==> src/rbqs_pkg.sv <==
// ----------------------------------------------------------------------------
// rbqs_pkg
// Shared modes, total codes, sizes and the divider request and response types.
// ----------------------------------------------------------------------------
package rbqs_pkg;

	localparam int READ_LEN_BITS = 24;
	localparam int COUNT_BITS = 40;
	localparam int QUAL_BINS = 256;
	localparam int GC_BINS = 101;

	localparam logic [2:0] MODE_BASE = 3'd0;
	localparam logic [2:0] MODE_QBIN = 3'd1;
	localparam logic [2:0] MODE_GCBIN = 3'd2;
	localparam logic [2:0] MODE_MQBIN = 3'd3;
	localparam logic [2:0] MODE_TOTAL = 3'd4;

	localparam logic [7:0] TOT_A = 8'd0;
	localparam logic [7:0] TOT_C = 8'd1;
	localparam logic [7:0] TOT_G = 8'd2;
	localparam logic [7:0] TOT_TU = 8'd3;
	localparam logic [7:0] TOT_BASES = 8'd4;
	localparam logic [7:0] TOT_READS = 8'd5;

	localparam int DIV_BITS = 40;

	typedef struct packed {
		logic start;
		logic [DIV_BITS-1:0] num;
		logic [DIV_BITS-1:0] den;
	} div_req_t;

	typedef struct packed {
		logic done;
		logic [DIV_BITS-1:0] quo;
	} div_rsp_t;

endpackage

==> src/rbqs_div.sv <==
// ----------------------------------------------------------------------------
// rbqs_div
// Restoring divider, one quotient bit per cycle.
// ----------------------------------------------------------------------------
module rbqs_div
	import rbqs_pkg::*;
(
	input  logic     clk,
	input  logic     arst_n,
	input  div_req_t req,
	output div_rsp_t rsp
);

	localparam int CW = $clog2(DIV_BITS + 1);

	logic [DIV_BITS-1:0] num_q, den_q, quo_q;
	logic [DIV_BITS:0]   rem_q;
	logic [CW-1:0]       cnt_q;
	logic                busy_q, done_q;
	logic [DIV_BITS:0]   trial;

	assign trial = {rem_q[DIV_BITS-1:0], num_q[DIV_BITS-1]} - {1'b0, den_q};

	always_ff @(posedge clk or negedge arst_n) begin
		if (!arst_n) begin
			busy_q <= 1'b0;
			done_q <= 1'b0;
			cnt_q <= '0;
		end else begin
			done_q <= 1'b0;
			if (req.start) begin
				busy_q <= 1'b1;
				cnt_q <= CW'(DIV_BITS);
				num_q <= req.num;
				den_q <= req.den;
				rem_q <= '0;
				quo_q <= '0;
			end else if (busy_q) begin
				num_q <= {num_q[DIV_BITS-2:0], 1'b0};
				if (!trial[DIV_BITS]) begin
					rem_q <= trial;
					quo_q <= {quo_q[DIV_BITS-2:0], 1'b1};
				end else begin
					rem_q <= {rem_q[DIV_BITS-1:0], num_q[DIV_BITS-1]};
					quo_q <= {quo_q[DIV_BITS-2:0], 1'b0};
				end
				cnt_q <= cnt_q - 1'b1;
				if (cnt_q == CW'(1)) begin
					busy_q <= 1'b0;
					done_q <= 1'b1;
				end
			end
		end
	end

	assign rsp.done = done_q;
	assign rsp.quo = quo_q;

endmodule

==> config.mk <==
export PLATFORM = sky130hd
export DESIGN_NAME = rbqs_div
export DESIGN_NICKNAME = d
export VERILOG_FILES = /design/src/rbqs_pkg.sv /design/src/rbqs_div.sv
export SDC_FILE = /design/constraint.sdc
export NUM_CORES = 1
export LEC_CHECK = 0
export BUFFER_PORTS_ARGS = -buffer_cell sky130_fd_sc_hd__clkbuf_2
export CORE_ASPECT_RATIO = 0.6
export CORE_UTILIZATION = 60
export CTS_BUF_LIST = sky130_fd_sc_hd__clkbuf_4
export DETAILED_ROUTE_END_ITERATION = 16
export PLACE_DENSITY = 0.89
export SLEW_MARGIN = 20
export SYNTH_ARGS = -nofsm -noshare
export SYNTH_HDL_FRONTEND = slang
export SYNTH_SLANG_ARGS = --single-unit
export TNS_END_PERCENT = 30
==> constraint.sdc <==
create_clock -name clk -period 7.8 [get_ports clk]
set_input_delay 1.56 -clock clk [delete_from_list [all_inputs] [get_ports clk]]
set_output_delay 1.56 -clock clk [all_outputs]
set_load 0.05 [all_outputs]
After elaboration in Yosys (flattened, before gate mapping)
Index checks and enable logic that the tools add are counted.
{"block": "word_totals", "reg_bits": 169, "in_bits": 83, "wordCells": 27}
{"block": "op_classes", "add_sub_neg": 2, "n_eq_ne": 1, "mux": 14, "reduce_logical": 3}
{"cell": "two-way mux 40 bit", "count": 3}
{"cell": "two-way mux 41 bit", "count": 2}
{"cell": "subtractor 41 x 40 -> 41 bit", "count": 1}
{"cell": "two-way mux 6 bit", "count": 2}
{"cell": "two-way mux 1 bit", "count": 7}
{"cell": "equality test 6 x 1 -> 1 bit (second input constant)", "count": 1}
{"cell": "subtractor 6 x 1 -> 6 bit (second input constant)", "count": 1}
{"cell": "AND reduction 2 bit", "count": 2}
{"cell": "nonzero test 2 bit", "count": 1}

Longest topological paths before layout
{"block": "logic_depth", "word_depth": 4, "mapped_depth": 15}

Worst setup path before layout
Ideal clock, no wire load.
{"block": "synth_timing", "path_type": "in2reg", "start": "input port req[80] (netlist name)", "end": "register num_q[0], enable pin", "setup_ns": 0.441, "t_arrival_ns": 3.800, "required_ns": 7.359, "path_slack_ns": 3.559, "stages": 4, "path_buffers": 2, "path_cell_list": "clkbuf_1 nor2_1 clkbuf_1 nor2b_1"}
{"block": "synth_via", "elab_chain_cells": 2}
{"item": "start: declaration", "line_no": "rbqs_div.sv:10", "rtl": "input div_req_t req,"}
{"item": "nonzero test 2 bit (no source line)"}
{"item": "AND reduction 2 bit (no source line)"}
{"item": "end signal: assignment", "line_no": "rbqs_div.sv:34", "rtl": "num_q <= req.num;"}
{"item": "end signal: assignment", "line_no": "rbqs_div.sv:39", "rtl": "num_q <= {num_q[DIV_BITS-2:0], 1'b0};"}
{"item": "end: declaration", "line_no": "rbqs_div.sv:16", "rtl": "logic [DIV_BITS-1:0] num_q, den_q, quo_q;"}
Every way passes these cells.
A chain may end at the register's enable or synchronous reset.

Worst setup path after layout
{"block": "layout_timing", "start": "register rem_q[21]", "end": "register rem_q[12], data pin"}
{"block": "layout_via", "elab_chain_cells": 3}
{"item": "start: declaration", "line_no": "rbqs_div.sv:17", "rtl": "logic [DIV_BITS:0] rem_q;"}
{"item": "start signal: assignment", "line_no": "rbqs_div.sv:41", "rtl": "rem_q <= trial;"}
{"item": "start signal: assignment", "line_no": "rbqs_div.sv:44", "rtl": "rem_q <= {rem_q[DIV_BITS-1:0], num_q[DIV_BITS-1]};"}
{"item": "subtractor 41 x 40 -> 41 bit", "line_no": "rbqs_div.sv:22", "rtl": "assign trial = {rem_q[DIV_BITS-1:0], num_q[DIV_BITS-1]} - {1'b0, den_q};"}
{"item": "two-way mux 41 bit", "line_no": "rbqs_div.sv:40", "rtl": "if (!trial[DIV_BITS]) begin"}
{"item": "two-way mux 41 bit", "line_no": "rbqs_div.sv:38", "rtl": "end else if (busy_q) begin"}
Every way passes these cells.

==> out/metrics.cfg <==
[cts]
cts_root_buffer=clkbuf_4
insertion_delay_ns=0.58
cts_num_sinks=168
cts_made_buffers=17
path_clk_slew_ns=0.17
post-cts-setup-buffers=0
clockBufferDepth=2
cts_hold_buf=0
ctsResizeCount=0
cts_tree=done
ctsHtreeMaxLevel=4

[sta]
post-route-min-period_ns=4.47
setup_viol_count_final=0
rsz0062_at_grt=no
hold_violations=0
fin_ws_ns=3.33
tightestPinTransition_ns=1.08
maxSlewHeadroom=0.277
finalCritPeriodShare=0.573
tns_ns=0
report.final.slew_viol_count=0
clock_skew_ns=0.0443
fmax_mhz=224

[floorplanning]
core_area_um2=15400
start_util=0.618
die_area_um2=16400
die_w_um=165
die_h_um=99.6
io-pin-count=124
row_count=35

[grt]
grt_start_max_net_pins=72
grt_pass1_vias=6297
antenna_found_initial=0
track_usage=0.258
grt_pass1_wl_mm=32.7
grt-ovfl-total=0

[routing]
wl_per_cell_um=17.9
ant_nets=0
first_pass_iters=5
drc_errors=0
drt_iter0_drc=844
via_count=6939
viasPerCell=6.05
drt_wl_total_mm=20.6

[yosys]
synth_edf_count=160
yosysTopAreaCellShare=0.504
syn-num-nets=959
ys_types=54
async_flop_share=0.0476
syn_area_per_cell_um2=11.4
synth_area_leader_cell=edfxtp_1
synth-seq-cells=168
synthTopCellsByArea=edfxtp_1, mux2i_1, ha_1
ys_seq_area_frac=0.525
synthMostInstantiatedCell=edfxtp_1
synthFlopType=edfxtp_1
yosys-top-cells-count=edfxtp_1, nor2_1, mux2i_1
netlist_instances=833
ys_warn_count=0
syn-cell-area_um2=9530

[worst_setup_path]
crit_required_ns=8.11
cp_cell_sequence=ha_1 -> nand4_1 -> or4_1 -> a311oi_2 -> o21ai_2 -> o21ai_4 -> a41oi_4 -> xnor2_4 -> buf_4 -> mux2i_1 -> a211oi_1
cp_slowest_cell=xnor2_4
critPathCaptureType=flop
reg2reg_depth=11
worstPathArrival_ns=4.78
start_kind=flop
crit_fanout=32
cp_slowest_stage_delay_ns=0.82
critical_path_class=reg -> reg

[pwr]
cellPowerDensity_nw_per_um2=262
p_clk_frac=0.191
irDropWorstVdd_mv=0.168
p_comb_frac=0.372
swShare=0.383
power.switching_w=0.00106
power.share.sequential=0.437
p_int_w=0.00171
p_leak_nw=4.56
p_total_w=0.00277

[cells_and_area]
syn2layout_area_growth_pct=10.7
layout-drive-gt1-share=0.225
fin_nets=1057
num_antenna_cells=0
final_util=0.684

[outcome]
status=complete, no violations

[job]
maxCapViolCount=0

[placed_design]
dp_slack_ns=3.46
dp_hpwl_mm=14.2
finalWeightedCongestion=0.976
numPortBuffers=123

[hold_path]
hold_path.class=reg -> reg
whs_path_depth=1

[per-stage QoR]
step | cell area (um^2) | instances | hold WS [ns]
2_1_floorplan | 9530 | 833 | 0.480
3_3_place_gp | 10200 | 1115 | 0.515
3_5_place_dp | 10200 | 1115 | 0.528
4_1_cts | 10500 | 1147 | 0.566
5_1_grt | 10600 | 1147 | 0.574
6_report | 10600 | 1147 | 0.569
[metal layers]
layer  vias up  global-route usage  wire, um
li1       3291                   -         -
met1      3305               0.396      9510
met2       327               0.369      8940
met3        16              0.0721      1970
met4         0              0.0367       134
met5         -                   0         0
[critical path: cells and delay by family (launching register included)]
kind,cells,cell delay (ns)
fa+ha+maj,1,0.44
buf+inv,1,0.50
flops,1,0.50
simple gates,2,0.74
xor+xnor,1,0.82
compound gates,5,0.94
mux,1,0.24
[flip-flops by register name, indices dropped and copies added (netlist names)]
signal / count
busy_q: 1
cnt_q: 6
den_q: 40
done_q: 1
num_q: 40
quo_q: 40
rem_q: 40
[final timing paths]
check                           from   endpoint  slack [ns]
setup / recovery           rem_q[21]  rem_q[12]        3.33
hold / removal             num_q[34]  num_q[35]        0.57
setup reg to reg           rem_q[21]  rem_q[12]        3.33
hold reg to reg            num_q[34]  num_q[35]        0.57
max in group asynchronous     arst_n     busy_q        5.64
min in group asynchronous     arst_n   cnt_q[5]        1.49
[logic make-up (layout without fill, tap and decap cells)]
group / count (synthesis) / count (layout) / share of synthesized area
multiplexers: 106 / 106 / 0.116
adder cells (fa/ha/maj): 43 / 43 / 0.0572
flip-flops: 168 / 168 / 0.525
AO/OA/AOI/OAI: 170 / 170 / 0.124
AND/OR/NAND/NOR: 209 / 209 / 0.0973
XOR/XNOR: 40 / 40 / 0.0387
buffers and inverters: 97 / 208 / 0.0417
[power by group through the flow]
stage          Combinational [W]  Sequential, W  Clock, W
2_1_floorplan           0.000772        0.00124         0
3_3_place_gp            0.000969        0.00122         0
3_5_place_dp             0.00100        0.00122         0
4_1_cts                  0.00101        0.00121  0.000539
5_1_grt                  0.00111        0.00122  0.000576
6_report                 0.00103        0.00121  0.000529
[cell type report]
cell class | instances | area, um^2
clock inverter | 15 | 180
sequential | 168 | 5010
fill | 1141 | 4860
timing repair buffer | 128 | 658
multi-input combinational | 568 | 4140
clock buffer | 17 | 128
inverter | 48 | 180
tap | 203 | 254
[layout by cell type (no fill, tap or decap), types with 4 or more instances in the layout]
| cell | instances |
|---|---|
| nand2b_1 | 7 |
| o21ai_0 | 18 |
| xor2_1 | 14 |
| a211oi_1 | 30 |
| o211ai_1 | 14 |
| nand2_1 | 44 |
| a21o_1 | 14 |
| clkbuf_4 | 17 |
| nor4_1 | 4 |
| nor2b_1 | 5 |
| nor2_1 | 100 |
| buf_4 | 7 |
| edfxtp_1 | 160 |
| dfrtp_1 | 7 |
| o21ai_1 | 6 |
| xnor2_1 | 25 |
| ha_1 | 42 |
| a31oi_1 | 6 |
| clkinv_8 | 5 |
| a21oi_1 | 41 |
| and2_1 | 4 |
| a221oi_1 | 6 |
| inv_1 | 48 |
| nand4_1 | 5 |
| o21a_1 | 5 |
| nand3_1 | 21 |
| nor3_1 | 7 |
| clkbuf_2 | 121 |
| mux2_2 | 39 |
| mux2i_1 | 67 |
Note: power is estimated with default switching activity, not from simulation.
